`config.mk`:
```
export PLATFORM = sky130hd
export DESIGN_NAME = idpr_front
export DESIGN_NICKNAME = d
export VERILOG_FILES = /design/src/rtl/idpr_pkg.sv /design/src/rtl/idpr_front.sv
export SDC_FILE = /design/constraint.sdc
export NUM_CORES = 2
export LEC_CHECK = 0
export BUFFER_PORTS_ARGS = -buffer_cell sky130_fd_sc_hd__buf_2
export CAP_MARGIN = 20
export CORE_AREA = 8 8 293 181
export CTS_CLUSTER_DIAMETER = 150
export DETAILED_ROUTE_END_ITERATION = 8
export DIE_AREA = 0 0 301 189
export GPL_ROUTABILITY_DRIVEN = 0
export GPL_TIMING_DRIVEN = 0
export PLACE_DENSITY_LB_ADDON = 0.12
export SLEW_MARGIN = 30
export SYNTH_ARGS = -nofsm -noshare
export SYNTH_HDL_FRONTEND = slang
export SYNTH_SLANG_ARGS = --single-unit
```
`constraint.sdc`:
```
create_clock -name clk -period 4.15 [get_ports clk]
set_input_delay 0 -clock clk [delete_from_list [all_inputs] [get_ports clk]]
set_output_delay 0 -clock clk [all_outputs]
set_load 0.05 [all_outputs]
```
`src/rtl/idpr_pkg.sv`:
```
package idpr_pkg;

	localparam int BYTES_PER_ITEM = 4;
	localparam int WORD_BYTES     = 4;
	localparam int PROD_W         = 17;
	localparam int GROUP_W        = 18;
	localparam int QUEUE_DEPTH    = 2;
	localparam int QPTR_W         = (QUEUE_DEPTH > 1) ? $clog2(QUEUE_DEPTH) : 1;
	localparam int QCNT_W         = $clog2(QUEUE_DEPTH + 1);
	localparam int CFG_IDX_W      = 2;
	localparam int CFG_DATA_W     = 8;

	typedef enum logic [CFG_IDX_W-1:0] {
		REG_TWO_COLUMNS     = 2'd0,
		REG_QUANTIZE_OUTPUT = 2'd1,
		REG_CLAMP_MIN       = 2'd2,
		REG_CLAMP_MAX       = 2'd3
	} reg_idx_t;

	typedef struct packed {
		logic [31:0]        source_word_a;
		logic [31:0]        source_word_b;
		logic [31:0]        weight_word;
		logic signed [31:0] channel_bias;
		logic signed [31:0] channel_scale;
		logic               last;
	} in_t;

	typedef struct packed {
		logic signed [31:0] result_a;
		logic signed [31:0] result_b;
	} out_t;

	typedef struct packed {
		logic              two_columns;
		logic              quantize_output;
		logic signed [7:0] clamp_min;
		logic signed [7:0] clamp_max;
	} cfg_t;

	// one finished dot product waiting for requantization
	typedef struct packed {
		logic signed [31:0] sum_a;
		logic signed [31:0] sum_b;
		logic signed [31:0] bias;
		logic signed [31:0] scale;
		logic               two_col;
	} job_t;

	typedef struct packed {
		logic full;
		logic valid;
	} q_status_t;

	function automatic logic signed [PROD_W-1:0] lane_prod(
		input logic [31:0] src,
		input logic [31:0] wgt,
		input int          i
	);
		logic signed [PROD_W-1:0] p;
		p = '0;
		if (i < WORD_BYTES) begin
			p = $signed({1'b0, src[8*i +: 8]}) * $signed(wgt[8*i +: 8]);
		end
		return p;
	endfunction

endpackage

```
`src/rtl/idpr_front.sv`:
```
module idpr_front (
	input  logic          clk,
	input  logic          arst_n,
	input  logic          in_valid,
	output logic          in_stall,
	input  idpr_pkg::in_t in_data,
	input  logic          two_columns,
	input  logic          q_full,
	output logic          push,
	output idpr_pkg::job_t job
);
	import idpr_pkg::*;

	logic                      valid_s1;
	logic                      last_s1;
	logic                      col_b_s1;
	logic signed [GROUP_W-1:0] group_a_s1;
	logic signed [GROUP_W-1:0] group_b_s1;
	logic signed [31:0]        bias_s1;
	logic signed [31:0]        scale_s1;
	logic signed [31:0]        sum_a_q;
	logic signed [31:0]        sum_b_q;

	logic signed [GROUP_W-1:0] group_a;
	logic signed [GROUP_W-1:0] group_b;
	logic signed [31:0]        new_a;
	logic signed [31:0]        new_b;
	logic                      accept;
	logic                      retire;

	function automatic logic signed [31:0] sat_add(
		input logic signed [31:0]        acc,
		input logic signed [GROUP_W-1:0] grp
	);
		logic signed [32:0] s;
		s = {acc[31], acc} + {{(33-GROUP_W){grp[GROUP_W-1]}}, grp};
		if (s[32] != s[31]) begin
			return s[32] ? 32'sh8000_0000 : 32'sh7fff_ffff;
		end
		return s[31:0];
	endfunction

	always_comb begin
		group_a = '0;
		group_b = '0;
		for (int i = 0; i < BYTES_PER_ITEM; i++) begin
			group_a = group_a + GROUP_W'(lane_prod(in_data.source_word_a, in_data.weight_word, i));
			group_b = group_b + GROUP_W'(lane_prod(in_data.source_word_b, in_data.weight_word, i));
		end
	end

	// only a last beat can hold the stage, and only while the queue is full
	assign in_stall = valid_s1 && last_s1 && q_full;
	assign accept   = in_valid && !in_stall;
	assign retire   = valid_s1 && (!last_s1 || !q_full);
	assign push     = valid_s1 && last_s1 && !q_full;

	assign new_a = sat_add(sum_a_q, group_a_s1);
	assign new_b = col_b_s1 ? sat_add(sum_b_q, group_b_s1) : sum_b_q;

	assign job.sum_a   = new_a;
	assign job.sum_b   = new_b;
	assign job.bias    = bias_s1;
	assign job.scale   = scale_s1;
	assign job.two_col = col_b_s1;

	always_ff @(posedge clk or negedge arst_n) begin
		if (!arst_n) begin
			valid_s1 <= 1'b0;
		end else if (accept) begin
			valid_s1 <= 1'b1;
		end else if (retire) begin
			valid_s1 <= 1'b0;
		end
	end

	always_ff @(posedge clk) begin
		if (accept) begin
			last_s1    <= in_data.last;
			col_b_s1   <= two_columns;
			group_a_s1 <= group_a;
			group_b_s1 <= group_b;
			bias_s1    <= in_data.channel_bias;
			scale_s1   <= in_data.channel_scale;
		end
	end

	always_ff @(posedge clk or negedge arst_n) begin
		if (!arst_n) begin
			sum_a_q <= '0;
			sum_b_q <= '0;
		end else if (retire) begin
			if (last_s1) begin
				sum_a_q <= '0;
				sum_b_q <= '0;
			end else begin
				sum_a_q <= new_a;
				sum_b_q <= new_b;
			end
		end
	end

`ifndef SYNTHESIS
	a_clear_after_last: assert property (@(posedge clk) disable iff (!arst_n)
		retire && last_s1 |=> sum_a_q == 32'sd0 && sum_b_q == 32'sd0)
		else $error("accumulators not cleared after last beat");
	a_stall_cause: assert property (@(posedge clk) disable iff (!arst_n)
		in_stall |-> valid_s1 && last_s1 && !push)
		else $error("input stalled without a held last beat");
`endif

endmodule

```
==> run_results.csv <==
group,metric,value,unit
clocking,cts.path.max_buffers,2,
outcome,status,"finished, violations left",
clocking,cts_max_level,4,
placement,place_ws,-3.120,ns
placement,dp_hpwl,66510,microns
sta,fin_ws,-1.973,ns
yosys,syn-mean-instance-area,9.412,sq um
sta,finalSetupViolations,28,
yosys,ys_ff_latch,167,
yosys,syn-num-nets,4048,
sta,rsz0062_at_grt,"yes",
floorplanning,die_area,0.05689,sq mm
clocking,cts_sinks,167,
grt,first_global_vias,24660,
grt,gr-usage-all-layers,28.67,%
routing,wl_per_cell,19.48,microns
floorplanning,die_w,301,microns
floorplanning,core-area,0.04871,sq mm
routing,via_per_inst,5.585,
setup_path,path_max_fanout,5,
setup_path,worst-setup-path-type,"primary input to flop",
routing,ant_nets,0,
clocking,cts_tree,"built",
routing,drt_wl_total,81350,microns
setup_path,cp_common_cell,"fa_1",
grt,grt-ovfl-total,0,
setup_path,slowest_stage,"fa_1",
sta,worst_slew_pin_slew,0.6983,ns
yosys,ys_seq_area_share,16.25,%
yosys,ys.flop_type,"edfxtp_1",
clocking,clk_pin_slew,0.08,ns
sta,period_share,147.5,%
sta,clock_skew,0.01753,ns
setup_path,crit_start,"in_data[68]",
final_layout,num-nets-final,4486,
routing,drt-initial-drc-count,2131,
grt,grt_pass1_wl,129300,microns
yosys,synth_warnings,0,
floorplanning,row_count,63,
floorplanning,start_util,59.24,%
yosys,synth_cell_types,70,
placement,port_buffers,296,
sta,max_slew_margin,52.94,%
clocking,root_buffer,"clkbuf_16",
outcome,violations,"setup timing",
grt,grt_max_degree,49,
floorplanning,io_pins,297,
setup_path,start_kind,"primary input",
setup_path,cp_top_family,"adder cells",
final_layout,num-fill-cells,3716,
yosys,synth-edff-count,102,
routing,first_pass_iters,6,
yosys,netlist_instances,3066,
yosys,synthTopCellsByArea,"fa_1 32%, ha_1 15%, edfxtp_1 11%",
setup_path,worst-path-buf-inv,6,
yosys,synth_top_area_share,31.84,%
routing,drc,0,
final_layout,layout_common_cells,"715 x inv_1, 454 x fa_1, 345 x ha_1",
setup_path,critPathRequiredTime,4.39,ns
final_layout,final_common_cell,"inv_1",
setup_path,r2r-start,"sum_b_q[1]$_DFFE_PN0P_",
clocking,clk_latency,0.46,ns
setup_path,cp_cell_sequence,"buf_12 -> buf_4 -> and2_1 -> fa_1 -> fa_1 -> inv_1 -> fa_1 -> inv_1 -> fa_1 -> inv_1 -> fa_1 -> fa_1 -> fa_1 -> fa_1 -> inv_1 -> ha_4 -> a21oi_2 -> o21bai_1 -> a211o_1 -> nand3_2 -> nand4_1 -> a41oi_2 -> o21bai_2 -> xnor2_2",
sta,fmax,163.3,MHz
setup_path,crit_arrival,6.36,ns
sta,final-hold-violation-count,0,
routing,via_count,23320,
yosys,synth_top_cell_by_area,"fa_1",
yosys,syn_area,0.02886,sq mm
min_path,hold_class,"primary input to asynchronous set/reset pin",
setup_path,endpoint_kind,"flop",
placement,place_inst,4015,
floorplanning,die_h,189,microns
grt,antenna_found_initial,10,
sta,finalCriticalPeriod,6.123,ns
setup_path,cpPeakStageDelay,0.57,ns
sta,drv_slew,0,
yosys,synthArstFlopShare,38.92,%
job,cap_violations,0,
final_layout,drive_gt1_share,15.61,%
final_layout,synthToLayoutAreaGrowth,18.03,%
clocking,cts_buffers,17,
final_layout,instances_no_fill,4176,
==> synthesized netlist by cell type, drive strengths merged, types with 13 or more instances <==
cell and number:
nor2b 26, a21oi 91, a21o 31, xor2 27, nand2 253, o22ai 25, nand4 15, nand2b 29
nor2 102, clkbuf 70, fa 459, o21bai 20, nand3 19, xnor2 73, ha 357, o21ai 106
a31oi 13, dfrtp 65, o311ai 30, edfxtp 102, inv 723, and2 302
==> cell type report <==
type / instances / area, sq um / share of cell area (%)
inverters: 723 / 2718 / 7.979
plain buffers: 78 / 732.0 / 2.149
multi-input cells: 2094 / 21650 / 63.57
flip-flops and latches: 167 / 4690 / 13.77
diodes: 9 / 22.52 / 0.06612
well taps: 650 / 813.3 / 2.388
clock buffers: 17 / 425.4 / 1.249
repair buffers: 423 / 2831 / 8.313
clock inverters: 15 / 177.7 / 0.5216
==> sequential cells by signal, indices dropped and copies added (netlist names) <==
name,cells
bias_s1,32
scale_s1,32
sum_a_q,32
sum_b_q,32
group_a_s1,18
group_b_s1,18
col_b_s1,1
last_s1,1
valid_s1,1
==> through the flow <==
step	TNS, ns	cell area, sq um	utilization, %	hold slack [ns]
finish	-39.06	34060	69.92	0.04318
global route	-43.52	34060	69.92	0.09283
CTS	-37.04	33740	69.27	0.03569
detailed placement	-60.58	31450	64.55	-0.001274
global placement	-83.19	31380	64.42	0.1767
floorplan	-37.47	29090	-	-0.2956
==> path summary, 6_finish.rpt <==
path / end / depth (start not counted) / slack, ns
max: group_b_s1[17]$_DFFE_PP_ / 24 / -1.97
min in group clk: group_a_s1[0]$_DFFE_PP_ / 3 / 0.08
min reg2reg: sum_a_q[29]$_DFFE_PN0P_ / 2 / 0.50
min: sum_a_q[1]$_DFFE_PN0P_ / 2 / 0.04
max in group asynchronous: sum_b_q[6]$_DFFE_PN0P_ / 3 / 3.52
max reg2reg: sum_b_q[8]$_DFFE_PN0P_ / 12 / 0.55
==> cells by family (layout without fill, tap and decap cells) <==
family | after synthesis | in the layout | share of synthesized area (%)
adders and majority gates | 816 | 816 | 47.32
buffers and inverters | 805 | 1256 | 10.62
and+or+nand+nor | 792 | 792 | 14.03
AOI/OAI and AO/OA | 384 | 384 | 8.655
DFF | 167 | 167 | 16.25
xor gates and xnor gates | 100 | 100 | 3.035
muxes | 2 | 2 | 0.08237
other | 0 | 9 | 0
==> timing repair <==
item | CTS | global route
hold buffers | 69 | 0
resized for setup | 142 | 83
pin swaps | 67 | 39
endpoints found under the hold margin | 144 | 0
setup endpoints to repair | 92 | 89
setup buffers | 54 | 12
==> metal layers <==
metal | share of wire, % | global-route usage (%)
met1 | 42 | 39.62
met2 | 48 | 47.28
met3 | 7.9 | 4.254
met4 | 2.4 | 7.500
met5 | 0.020 | 0
Power is left out: the tool's default activity adds up to more than one toggle a clock period on the data nets, which glitch-free logic cannot reach.
