## config.mk

```make
export PLATFORM = sky130hd
export DESIGN_NAME = idpr_queue
export DESIGN_NICKNAME = d
export VERILOG_FILES = /design/src/rtl/idpr_pkg.sv /design/src/rtl/idpr_queue.sv
export SDC_FILE = /design/constraint.sdc
export NUM_CORES = 1
export LEC_CHECK = 0
export ABC_AREA = 1
export CORE_MARGIN = 8
export CORE_UTILIZATION = 56
export DETAILED_ROUTE_END_ITERATION = 10
export DONT_BUFFER_PORTS = 1
export PLACE_DENSITY = 0.71
export SKIP_CTS_REPAIR_TIMING = 1
export SLEW_MARGIN = 20
export SYNTH_ARGS = -nofsm -noshare
export SYNTH_HDL_FRONTEND = slang
export SYNTH_SLANG_ARGS = --single-unit
```

## constraint.sdc

```tcl
create_clock -name clk -period 5.95 [get_ports clk]
set_input_delay 0.2975 -clock clk [delete_from_list [all_inputs] [get_ports clk]]
set_output_delay 0.2975 -clock clk [all_outputs]
set_load 0.02 [all_outputs]
```

## src/rtl/idpr_pkg.sv

```systemverilog
package idpr_pkg;

	localparam int BYTES_PER_ITEM = 4;
	localparam int WORD_BYTES     = 4;
	localparam int PROD_W         = 17;
	localparam int GROUP_W        = 18;
	localparam int QUEUE_DEPTH    = 2;
	localparam int QPTR_W         = (QUEUE_DEPTH > 1) ? $clog2(QUEUE_DEPTH) : 1;
	localparam int QCNT_W         = $clog2(QUEUE_DEPTH + 1);
	localparam int CFG_IDX_W      = 2;
	localparam int CFG_DATA_W     = 8;

	typedef enum logic [CFG_IDX_W-1:0] {
		REG_TWO_COLUMNS     = 2'd0,
		REG_QUANTIZE_OUTPUT = 2'd1,
		REG_CLAMP_MIN       = 2'd2,
		REG_CLAMP_MAX       = 2'd3
	} reg_idx_t;

	typedef struct packed {
		logic [31:0]        source_word_a;
		logic [31:0]        source_word_b;
		logic [31:0]        weight_word;
		logic signed [31:0] channel_bias;
		logic signed [31:0] channel_scale;
		logic               last;
	} in_t;

	typedef struct packed {
		logic signed [31:0] result_a;
		logic signed [31:0] result_b;
	} out_t;

	typedef struct packed {
		logic              two_columns;
		logic              quantize_output;
		logic signed [7:0] clamp_min;
		logic signed [7:0] clamp_max;
	} cfg_t;

	// one finished dot product waiting for requantization
	typedef struct packed {
		logic signed [31:0] sum_a;
		logic signed [31:0] sum_b;
		logic signed [31:0] bias;
		logic signed [31:0] scale;
		logic               two_col;
	} job_t;

	typedef struct packed {
		logic full;
		logic valid;
	} q_status_t;

	function automatic logic signed [PROD_W-1:0] lane_prod(
		input logic [31:0] src,
		input logic [31:0] wgt,
		input int          i
	);
		logic signed [PROD_W-1:0] p;
		p = '0;
		if (i < WORD_BYTES) begin
			p = $signed({1'b0, src[8*i +: 8]}) * $signed(wgt[8*i +: 8]);
		end
		return p;
	endfunction

endpackage

```

## src/rtl/idpr_queue.sv

```systemverilog
module idpr_queue (
	input  logic                 clk,
	input  logic                 arst_n,
	input  logic                 push,
	input  idpr_pkg::job_t       job_in,
	input  logic                 pop,
	output idpr_pkg::q_status_t  status,
	output idpr_pkg::job_t       job_out
);
	import idpr_pkg::*;

	job_t              mem_q [QUEUE_DEPTH];
	logic [QPTR_W-1:0] wr_ptr_q;
	logic [QPTR_W-1:0] rd_ptr_q;
	logic [QCNT_W-1:0] count_q;

	function automatic logic [QPTR_W-1:0] next_ptr(input logic [QPTR_W-1:0] p);
		return (p == QPTR_W'(QUEUE_DEPTH - 1)) ? '0 : p + 1'b1;
	endfunction

	assign status.full  = (count_q == QCNT_W'(QUEUE_DEPTH));
	assign status.valid = (count_q != '0);
	assign job_out      = mem_q[rd_ptr_q];

	always_ff @(posedge clk) begin
		if (push) begin
			mem_q[wr_ptr_q] <= job_in;
		end
	end

	always_ff @(posedge clk or negedge arst_n) begin
		if (!arst_n) begin
			wr_ptr_q <= '0;
			rd_ptr_q <= '0;
			count_q  <= '0;
		end else begin
			if (push) begin
				wr_ptr_q <= next_ptr(wr_ptr_q);
			end
			if (pop) begin
				rd_ptr_q <= next_ptr(rd_ptr_q);
			end
			if (push && !pop) begin
				count_q <= count_q + 1'b1;
			end else if (pop && !push) begin
				count_q <= count_q - 1'b1;
			end
		end
	end

`ifndef SYNTHESIS
	a_no_overflow: assert property (@(posedge clk) disable iff (!arst_n)
		push |-> !status.full)
		else $error("push into full queue");
	a_no_underflow: assert property (@(posedge clk) disable iff (!arst_n)
		pop |-> status.valid)
		else $error("pop from empty queue");
`endif

endmodule

```

==> summary.md, run 1 <==
| Metric | Value |
|---|---|
| RSZ-0062 raised after global routing | `false` |
| Synth area leaders | `edfxtp_1 (81%), mux2_2 (15%), buf_6 (1.2%)` |
| Clk_lat worst skew | `around 0.50 ns` |
| Cell Pwr Density | `473 nW/um^2` |
| Num rows | `47` |
| Yosys cell types | `14` |
| Max-slew violation count | `0` |
| # fillers | `between 900 and 1000` |
| Fin crit period | `2.97 ns` |
| Share of cells above drive strength 1 | `0.281` |
| Clk sinks | `between 200 and 300` |
| Total power | `5.59 mW` |
| Num CTS Buffers | `25` |
| Worst setup SP type | `flop` |
| R2R setup slack | `3.61 ns` |
| # DRC | `0` |
| Max-slew headroom | `0.400` |
| Starting density of the core | `0.573` |
| Worst VDD drop | `roughly 0.43 mV` |
| Max FO, Critical Path | `52` |
| Hold_sp | `push` |
| Hold Path Depth | `2` |
| Worst hold path type | `in -> reg` |
| Worst-path clk slew | `around 0.06 ns` |
| IO Port Bufs | `0` |
| Max cap viols | `0` |
| 1st-pass router iterations | `4` |
| CTS tree | `built` |
| Hold EP | `count_q[0]` |
| Die Span X | `roughly 150 um` |
| Req. time, crit path | `roughly 5.7 ns` |
| Detailed router's first-iteration violation count | `around 230` |
| Core ar. | `16600 um^2` |
| Cell Area, Synth | `around 9500 um^2` |
| Synthesized instance count | `426` |
| Final setup fails | `0` |
| Endpoint type of the worst setup path | `output pin` |
| Routed WL | `between 15 and 20 mm` |
| Vias in the first global route | `4192` |
| CP arrival | `2.68 ns` |
| DP Wirelength | `12.0 mm` |
| R2R Path Start | `wr_ptr_q` |
| Root buf cell | `clkbuf_16` |
| Ant. Diodes | `0` |
| Syn nets | `560` |
| Top cell type's share of synthesized area | `0.812` |
| Die height | `roughly 150 um` |
| Mean post-synth cell area | `roughly 22 um^2` |
| Clk buf depth | `3` |
| First-pass GRT wire length | `25.7 mm` |
| Leakage | `roughly 4 nW` |
| Congestion Overflow GR | `0` |
| Initial antenna violation count | `1` |
| Vias per cell | `about 5.5` |
| Total track usage | `0.156` |
| Pin count of the biggest net entering global routing | `between 80 and 90` |
| Vias | `about 4500` |
| R2R depth | `3` |
| Max Freq | `336 MHz` |
| WL per Instance | `around 24 um` |
| Synthesis-stage register bit count | `262` |
| Final Skew | `0.0122 ns` |
| Largest area contributor in the netlist | `edfxtp_1` |
| DIE AREA | `around 21000 um^2` |
| NumNets Final | `710` |
| Slew @ Worst Pin | `0.899 ns` |
| Tcrit/Tclk final | `0.500` |
| H-tree lvl count | `1` |
| Area added between synthesis and finish | `23.9%` |
| Routed Antenna Nets | `0` |
| Sequential share of the synthesized area | `0.822` |
| YS warnings | `0` |
| Setup TNS | `0 ns` |
| I/O pins | `around 260` |
| Worst reg2reg path endpoint | `mem_q[1][86]` |
| Hold Violations, Final | `0` |
| Status | `finished, final reports clean` |
| RD Place Congestion | `0.719` |
| Crit path kind | `reg -> out` |
synth_stat cells:
master	instances
buf_2	3
buf_4	1
buf_6	10
dfrtp_1	4
edfxtp_1	258
ha_1	1
inv_1	7
mux2_2	129
nand2_1	6
nand3_1	1
nand4_1	1
nor2_1	2
xnor2_1	1
xor2_1	2
how the worst max path moves through the flow:
stage,slack (ns),endpoint,cells after the start,startpoint
2_1_floorplan,1.73,mem_q[0][0],1,wr_ptr_q
3_3_place_gp,3.38,job_out[29],2,rd_ptr_q
3_5_place_dp,3.30,job_out[100],2,rd_ptr_q
4_1_cts,2.74,job_out[100],2,rd_ptr_q
5_1_grt,2.85,job_out[101],3,rd_ptr_q
6_report,2.98,job_out[101],3,rd_ptr_q
critical path, stage by stage, from the launching register on:
cell and delay (ns):
dfrtp_4 0.72, buf_16 0.30, buf_4 0.56, mux2_2 0.48
flip-flops by register name, indices dropped and copies added (netlist names):
register and count:
wr_ptr_q 1, mem_q 258, count_q 2, rd_ptr_q 1
final cells by class:
type	instances	area [um^2]	share of cell area
multi-input cells	143	1540	0.130
flip-flops and latches	262	7850	0.664
well taps	220	275	0.0233
clock inverters	10	72.6	0.00614
repair buffers	137	1380	0.117
inverters	7	28.8	0.00244
clock buffers	36	667	0.0564
layout by cell type (no fill, tap or decap):
cell type / n
nand4_1: 1
nor2_1: 1
buf_6: 1
buf_16: 1
clkbuf_1: 11
buf_4: 3
inv_4: 1
clkinv_2: 3
dfrtp_4: 1
mux2_2: 129
bufinv_16: 1
nand2_1: 6
clkbuf_16: 25
dfrtp_1: 3
inv_6: 1
clkinv_1: 5
xnor2_1: 1
nand3_1: 1
dlygate4sd3_1: 132
xor2_1: 2
nor2_4: 1
edfxtp_1: 258
ha_1: 1
inv_1: 6
where the power goes:
group	leakage [nW]	total, mW	internal [mW]	switching (mW)
sequential	2.47	2.59	2.45	0.133
clock	0.359	1.43	0.821	0.606
combinational	1.17	1.57	0.522	1.05
per-layer routing:
layer	part of all wire	routed length [um]	global-route usage	vias up
li1	-	-	-	1981
met1	0.38	7400	0.164	2244
met2	0.51	9880	0.255	222
met3	0.096	1860	0.0980	26
met4	0.017	329	0.0479	2
met5	0.00062	12	0	-
cell families (layout without fill, tap and decap cells):
family,count (synthesis),in the layout,synth area share
multiplexers,129,129,0.152
adder cells (fa/ha/maj),1,1,0.00131
buffers and inverters,21,190,0.0169
flip-flops,262,262,0.822
AND/OR/NAND/NOR,10,10,0.00433
XOR/XNOR,3,3,0.00275
through the flow:
stage / worst slack (ns) / util / instance area [um^2] / std cells / hold slack [ns]
floorplan: 1.73 / - / 9540 / 426 / 0.00191
global placement: 3.38 / 0.584 / 9730 / 636 / 0.00220
detailed placement: 3.30 / 0.584 / 9730 / 636 / 0.00219
CTS: 2.74 / 0.629 / 10500 / 682 / -0.547
global route: 2.85 / 0.710 / 11800 / 815 / 0.0469
finish: 2.98 / 0.710 / 11800 / 815 / 0.0408
No activity file was read; power rests on OpenSTA's default activity.
==> run 2: changes to the inputs <==
--- a/config.mk
+++ b/config.mk
@@ -5,12 +5,12 @@
 export SDC_FILE = /design/constraint.sdc
 export NUM_CORES = 1
 export LEC_CHECK = 0
-export ABC_AREA = 1
+export ABC_AREA = 0
 export CORE_MARGIN = 8
-export CORE_UTILIZATION = 56
+export CORE_UTILIZATION = 62
 export DETAILED_ROUTE_END_ITERATION = 10
 export DONT_BUFFER_PORTS = 1
-export PLACE_DENSITY = 0.71
+export PLACE_DENSITY = 0.75
 export SKIP_CTS_REPAIR_TIMING = 1
 export SLEW_MARGIN = 20
 export SYNTH_ARGS = -nofsm -noshare
==> constraint.sdc (replaced) <==
create_clock -name clk -period 2.9 [get_ports clk]
set_input_delay 0.145 -clock clk [delete_from_list [all_inputs] [get_ports clk]]
set_output_delay 0.145 -clock clk [all_outputs]
set_load 0.02 [all_outputs]
==> run 2 against run 1 <==
  * The flow now stops in global routing (5_1_grt)
  * Area after synthesis down 0.18%
  * Synthesized cell count fell by 2.1%
==> summary.md, run 2 <==
| Metric | Value |
|---|---|
| Pin count of the biggest net entering global routing | `76` |
| Placed cell areas | `9730 um^2` |
| Status | `stopped before the end` |
| Post-Place Worst Slack | `1.09 ns` |
| Yosys cell types | `14` |
| Largest area contributor in the netlist | `edfxtp_1` |
| Sequential share of the synthesized area | `0.824` |
| I/O pins | `approximately 260` |
| Commonest cells post-synth | `edfxtp_1 (258), mux2_2 (129), buf_6 (10), dfrtp_1 (4), xor2_1 (4)` |
| RD Place Congestion | `0.854` |
| First Err | `[ERROR RSZ-0060] Max buffer count reached.` |
| Post-synth EDFFs | `approximately 260` |
| Top cell type's share of synthesized area | `0.813` |
| Die height | `140 um` |
| Clk sinks | `~260` |
| Die Span X | `approximately 140 um` |
| IO Port Bufs | `0` |
| Starting density of the core | `0.631` |
| Clk buf depth | `3` |
| Synth area leaders | `edfxtp_1 (81%), mux2_2 (15%), buf_6 (1.2%)` |
| Cell Area, Synth | `around 9500 um^2` |
| Num CTS Buffers | `25` |
| Num rows | `between 40 and 50` |
| Synth async-reset ratio | `0.0153` |
| YS warnings | `0` |
| Root buf cell | `clkbuf_16` |
| Top-count cell post-synth | `edfxtp_1` |
| Syn nets | `around 550` |
| Synth Flop Type | `edfxtp_1` |
| Synthesis-stage register bit count | `262` |
| Synthesized instance count | `roughly 420` |
| H-tree lvl count | `1` |
| DP Wirelength | `approximately 12 mm` |
| Exit stage | `global routing (5_1_grt)` |
| Mean post-synth cell area | `22.8 um^2` |
## run 2: metrics by stage
step	std cells	util
2_1_floorplan	417	-
3_3_place_gp	598	0.645
3_5_place_dp	598	0.645
4_1_cts	639	0.694
## run 2: logic make-up after synthesis
group | count (synthesis) | share of synthesized area
xor gates and xnor gates | 5 | 0.00460
and+or+nand+nor | 5 | 0.00302
buffers and inverters | 15 | 0.0146
DFF | 262 | 0.824
muxes | 129 | 0.153
adders and majority gates | 1 | 0.00131
==> run 3: changes to the inputs <==
--- a/config.mk
+++ b/config.mk
@@ -7,10 +7,10 @@
 export LEC_CHECK = 0
 export ABC_AREA = 0
 export CORE_MARGIN = 8
-export CORE_UTILIZATION = 62
+export CORE_UTILIZATION = 40
 export DETAILED_ROUTE_END_ITERATION = 10
 export DONT_BUFFER_PORTS = 1
-export PLACE_DENSITY = 0.75
+export PLACE_DENSITY_LB_ADDON = 0.15
 export SKIP_CTS_REPAIR_TIMING = 1
 export SLEW_MARGIN = 20
 export SYNTH_ARGS = -nofsm -noshare
==> run 3 against run 2 <==
  * Area after synthesis did not move
  * Synthesized cell count did not move
  * The flow now finishes without violations
==> summary.md, run 3 <==
| Metric | Value |
|---|---|
| Switching power | `between 3 and 4 mW` |
| CTS tree | `built` |
| DP Wirelength | `~12 mm` |
| Slew @ Worst Pin | `0.889 ns` |
| Cell Pwr Density | `975 nW/um^2` |
| H-tree lvl count | `1` |
| Vias per cell | `approximately 4.8` |
| Clk_lat worst skew | `0.52 ns` |
| R2R Path Start | `wr_ptr_q` |
| Synth async-reset ratio | `0.0153` |
| Congestion Overflow GR | `0` |
| Worst reg2reg path endpoint | `mem_q[0][7]` |
| I/O pins | `264` |
| Leakage | `between 4 and 5 nW` |
| Synthesized instance count | `417` |
| Clk buf depth | `3` |
| Commonest non-fill, non-tap cell in the layout | `edfxtp_1` |
| Comb power frac | `0.285` |
| First-pass GRT wire length | `26.2 mm` |
| Worst-path clk slew | `0.06 ns` |
| # fillers | `around 1900` |
| Register Area | `~8000 um^2` |
| DIE AREA | `~29000 um^2` |
| Yosys cell types | `14` |
| Final worst setup slack | `~0.64 ns` |
| Largest register FFs | `258` |
| Crit-path max cell delay | `about 0.49 ns` |
| Commonest non-fill, non-tap cells in the layout | `edfxtp_1 (258), dlygate4sd3_1 (133), mux2_2 (129)` |
| Pin count of the biggest net entering global routing | `around 130` |
| Syn nets | `551` |
| RSZ-0062 raised after global routing | `false` |
| Fin cells | `about 910` |
| Top-count cell post-synth | `edfxtp_1` |
| Sequential share of the synthesized area | `0.824` |
| Routed Antenna Nets | `0` |
| # DRC | `0` |
| Tcrit/Tclk final | `0.780` |
| Flop pwr share | `0.441` |
| Synth Flop Type | `edfxtp_1` |
| Clock power share | `0.274` |
| Final setup fails | `0` |
| Post-synth EDFFs | `approximately 260` |
| Die height | `approximately 170 um` |
| NumNets Final | `just over 700` |
| Max-slew headroom | `0.407` |
| Max FO, Critical Path | `between 100 and 150` |
| WL per Instance | `roughly 21 um` |
| Largest area contributor in the netlist | `edfxtp_1` |
| Pint | `roughly 8 mW` |
| Core ar. | `23400 um^2` |
| Setup TNS | `0 ns` |
| Worst hold path type | `in -> reg` |
| Max-slew violation count | `0` |
| YS warnings | `0` |
| Cell Area, Synth | `9520 um^2` |
| RD Place Congestion | `a little over 0.7` |
| Last element of the critical path | `job_out[101]` |
| Crit path kind | `reg -> out` |
| Net Sw Frac | `0.317` |
| Starting density of the core | `0.407` |
| Routed WL | `between 15 and 20 mm` |
| Mean post-synth cell area | `22.8 um^2` |
| Synthesis-stage register bit count | `262` |
| Detailed router's first-iteration violation count | `about 180` |
| Commonest cells post-synth | `edfxtp_1 (258), mux2_2 (129), buf_6 (10), dfrtp_1 (4), xor2_1 (4)` |
| Max Freq | `442 MHz` |
| Num rows | `56` |
| Largest registers | `mem_q x258, count_q x2` |
| Post-placement cell count | `around 730` |
| 1st-pass router iterations | `4` |
| Req. time, crit path | `about 2.8 ns` |
| Largest register by flop count | `mem_q` |
| Endpoint type of the worst setup path | `output pin` |
| Initial antenna violation count | `2` |
| R2R setup slack | `~1.3 ns` |
| Root buf cell | `clkbuf_16` |
| Clk sinks | `262` |
| Worst VDD drop | `~0.84 mV` |
| Total power | `roughly 12 mW` |
| Total track usage | `0.119` |
| Status | `finished, final reports clean` |
| Area added between synthesis and finish | `26.6%` |
| Top cell type's share of synthesized area | `0.813` |
| Max cap viols | `0` |
| Worst setup SP type | `flop` |
| Die Span X | `roughly 170 um` |
| Hold Violations, Final | `0` |
| Num CTS Buffers | `28` |
| Synth area leaders | `edfxtp_1 (81%), mux2_2 (15%), buf_6 (1.2%)` |
| Fin crit period | `approximately 2.3 ns` |
| Hold Path Depth | `2` |
| Worst-path cell with the longest stage delay | `mux2_2` |
| Vias in the first global route | `slightly above 4000` |
| Vias | `~4400` |
| IO Port Bufs | `0` |
| Multi-input gate area | `1550 um^2` |
| Post-Place Worst Slack | `between 1 and 1.5 ns` |
| Share of cells above drive strength 1 | `0.292` |
| CP arrival | `between 2 and 2.5 ns` |
| CP Cell Sequence | `buf_12 > mux2_2` |
| CP Launch Point | `rd_ptr_q` |
| Final Skew | `0.00754 ns` |
| R2R depth | `2` |
## run 3: per-layer routing
metal | global-route usage | vias up | routed length (um)
li1 | - | 1982 | -
met5 | 0 | - | 0
met1 | 0.122 | 2177 | 7160
met3 | 0.0626 | 34 | 1620
met4 | 0.0374 | 0 | 425
met2 | 0.209 | 168 | 9970
## run 3: logic make-up (layout without fill, tap and decap cells)
group / Yosys count / count (layout) / share of synthesized area
xor gates and xnor gates: 5 / 5 / 0.00460
adders and majority gates: 1 / 1 / 0.00131
buffers and inverters: 15 / 190 / 0.0146
DFF: 262 / 262 / 0.824
muxes: 129 / 129 / 0.153
other: 0 / 2 / 0
and+or+nand+nor: 5 / 5 / 0.00302
## run 3: layout make-up
class | count | area share
Timing Repair Buffer | 139 | 0.117
Sequential cell | 262 | 0.651
Clock inverter | 11 | 0.00602
Multi-Input combinational cell | 140 | 0.128
Inverter | 1 | 0.000311
Antenna cell | 2 | 0.000415
Clock buffer | 39 | 0.0633
Tap cell | 319 | 0.0331
## run 3: worst min path at each step
stage                          endpoint    from
after floorplan              count_q[0]  arst_n
after global placement         wr_ptr_q  arst_n
after detailed placement       wr_ptr_q  arst_n
after CTS                      rd_ptr_q  arst_n
after global routing      mem_q[1][106]    push
final                     mem_q[1][106]    push
## run 3: power groups by stage
stage | Sequential [mW] | Combinational (mW) | Clock [mW]
2_1_floorplan | 5.25 | 2.77 | 0
3_3_place_gp | 5.24 | 3.27 | 0
3_5_place_dp | 5.27 | 3.27 | 0
4_1_cts | 5.19 | 3.28 | 3.32
5_1_grt | 5.25 | 3.56 | 3.46
6_report | 5.19 | 3.36 | 3.22
## run 3: stage by stage
step            util  hold slack, ns  cell area, um^2
3_5_place_dp   0.422          -0.150             9880
6_report       0.515           0.171            12100
3_3_place_gp   0.422          -0.150             9880
2_1_floorplan      -          -0.151             9530
5_1_grt        0.515           0.173            12100
4_1_cts        0.458          -0.722            10700
## run 3: worst max-delay path: cells and delay by family, from the launching register on
kind / cells / cell delay, ns
buffers and inverters: 1 / 0.41
DFF: 1 / 0.41
muxes: 1 / 0.49
==> run 4: changes to the inputs <==
--- a/config.mk
+++ b/config.mk
@@ -5,7 +5,7 @@
 export SDC_FILE = /design/constraint.sdc
 export NUM_CORES = 1
 export LEC_CHECK = 0
-export ABC_AREA = 0
+export ABC_AREA = 1
 export CORE_MARGIN = 8
 export CORE_UTILIZATION = 40
 export DETAILED_ROUTE_END_ITERATION = 10
==> constraint.sdc (replaced) <==
create_clock -name clk -period 2.3 [get_ports clk]
set_input_delay 0.115 -clock clk [delete_from_list [all_inputs] [get_ports clk]]
set_output_delay 0.115 -clock clk [all_outputs]
set_load 0.02 [all_outputs]
==> run 4 against run 3 <==
  * Die area rose by 0.16%
  * Via count rose by 0.94%
  * Final area rose by 0.19%
  * Cell count rose by 0.77%
  * Sequential power rose by 26%
  * Count of clock-buffer cells in the layout fell by 7
  * Clock skew fell by 0.0024 ns
  * Sequential cell count did not move
  * Critical path type unchanged
==> summary.md, run 4 (synthesis results as in run 1) <==
| Metric | Value |
|---|---|
| Slew @ Worst Pin | `around 0.46 ns` |
| Leakage | `just over 4 nW` |
| CP arrival | `around 1.8 ns` |
| Root buf cell | `clkbuf_16` |
| Crit-path max cell delay | `about 0.47 ns` |
| NumNets Final | `between 700 and 800` |
| Worst-path clk slew | `around 0.06 ns` |
| Fin cells | `roughly 900` |
| Worst setup SP type | `flop` |
| Ant. Diodes | `0` |
| Tcrit/Tclk final | `0.838` |
| Die Span X | `170 um` |
| Core ar. | `around 23000 um^2` |
| Share of cells above drive strength 1 | `0.291` |
| Clk sinks | `262` |
| Crit path kind | `reg -> out` |
| Endpoint type of the worst setup path | `output pin` |
| Starting density of the core | `0.407` |
| Final Skew | `slightly above 0.005 ns` |
| Routed WL | `between 15 and 20 mm` |
| Initial antenna violation count | `0` |
| Max Freq | `roughly 520 MHz` |
| Worst VDD drop | `0.677 mV` |
| IO Port Bufs | `0` |
| Detailed router's first-iteration violation count | `between 200 and 300` |
| Max cap viols | `0` |
| Routed Antenna Nets | `0` |
| Vias in the first global route | `4109` |
| # DRC | `0` |
| Num rows | `56` |
| Worst hold path type | `in -> reg` |
| Post-placement cell count | `around 740` |
| Max FO, Critical Path | `67` |
| WL per Instance | `~21 um` |
| DP Wirelength | `12.5 mm` |
| Total power | `14.8 mW` |
| I/O pins | `between 200 and 300` |
| Hold Violations, Final | `0` |
| Pin count of the biggest net entering global routing | `74` |
| Req. time, crit path | `around 2.2 ns` |
| Die height | `roughly 170 um` |
| Fin crit period | `just under 2 ns` |
| CP Cell Sequence | `buf_12 > mux2_2` |
| Num CTS Buffers | `27` |
| Max-slew violation count | `0` |
| RSZ-0062 raised after global routing | `false` |
| Commonest non-fill, non-tap cell in the layout | `edfxtp_1` |
| Total track usage | `0.122` |
| Final setup fails | `0` |
| Worst-path cell with the longest stage delay | `mux2_2` |
| Congestion Overflow GR | `0` |
| Max-slew headroom | `0.696` |
| Vias per cell | `between 4 and 5` |
| Vias | `about 4400` |
| 1st-pass router iterations | `4` |
| First-pass GRT wire length | `about 27 mm` |
| Largest registers | `mem_q x258, count_q x2` |
| RD Place Congestion | `~0.69` |
| Area added between synthesis and finish | `26.6%` |
| DIE AREA | `slightly below 30000 um^2` |
| Cell Pwr Density | `1220 nW/um^2` |
| Status | `finished, final reports clean` |
| Largest register by flop count | `mem_q` |
| Largest register FFs | `258` |
| Clk buf depth | `3` |
| Clk_lat worst skew | `roughly 0.52 ns` |
| Commonest non-fill, non-tap cells in the layout | `edfxtp_1 (258), dlygate4sd3_1 (133), mux2_2 (129)` |
| H-tree lvl count | `1` |
| Final hold slack | `0.132 ns` |
| CTS tree | `built` |
-- run 4: cell count changes in the layout (fill, tap and decap cells not counted), moves of 2 or more --
cell	delta
clkinv_2	+2
clkinv_1	+3
buf_4	-3
diode_2	-2
xor2_1	-2
clkbuf_16	-2
buf_12	+3
clkinvlp_4	+2
clkbuf_1	-5
inv_1	+5
nand2_1	+5
-- run 4: final cells by class --
cell class                      instances  area [um^2]
Timing Repair Buffer                  139         1450
Inverter                                7         30.0
Clock inverter                         18          110
Sequential cell                       262         7850
Tap cell                              319          399
Clock buffer                           32          694
Fill cell                            1867        11400
Multi-Input combinational cell        143         1540
-- run 4: power breakdown --
part	internal, mW	total [mW]	switching, mW
registers	6.33	6.54	0.207
logic	1.42	4.30	2.88
clock network	2.26	3.93	1.67
total	10.0	14.8	4.76
-- run 4: stage by stage --
stage | setup slack [ns] | setup TNS (ns) | utilization | area [um^2]
after CTS | 0.349 | 0 | 0.458 | 10700
final | 0.373 | 0 | 0.515 | 12100
after global routing | 0.307 | 0 | 0.515 | 12100
after global placement | 0.918 | 0 | 0.424 | 9940
after floorplan | -0.490 | -122.01 | - | 9560
after detailed placement | 0.909 | 0 | 0.424 | 9940
-- run 4: worst paths after layout --
| path | start | end | slack [ns] | depth (start not counted) |
|---|---|---|---|---|
| max | rd_ptr_q | job_out[20] | 0.37 | 2 |
| min | push | mem_q[0][40] | 0.13 | 3 |
| max reg2reg | wr_ptr_q | mem_q[1][59] | 0.88 | 3 |
| min reg2reg | count_q[1] | count_q[1] | 0.48 | 2 |
| max in group asynchronous | arst_n | rd_ptr_q | 1.68 | 2 |
| min in group asynchronous | arst_n | count_q[0] | 0.42 | 2 |
-- run 4: layer usage --
layer,global-route usage,routed length (um),vias up
li1,-,-,1995
met1,0.127,7540,2181
met2,0.199,9200,195
met3,0.0799,2050,31
met4,0.0355,485,0
met5,0,0,-
-- run 4: worst max-delay path, delay by kind of cell, from the launching register on --
kind	cells	cell delay (ns)
DFF	1	0.44
muxes	1	0.47
buffers and inverters	1	0.29
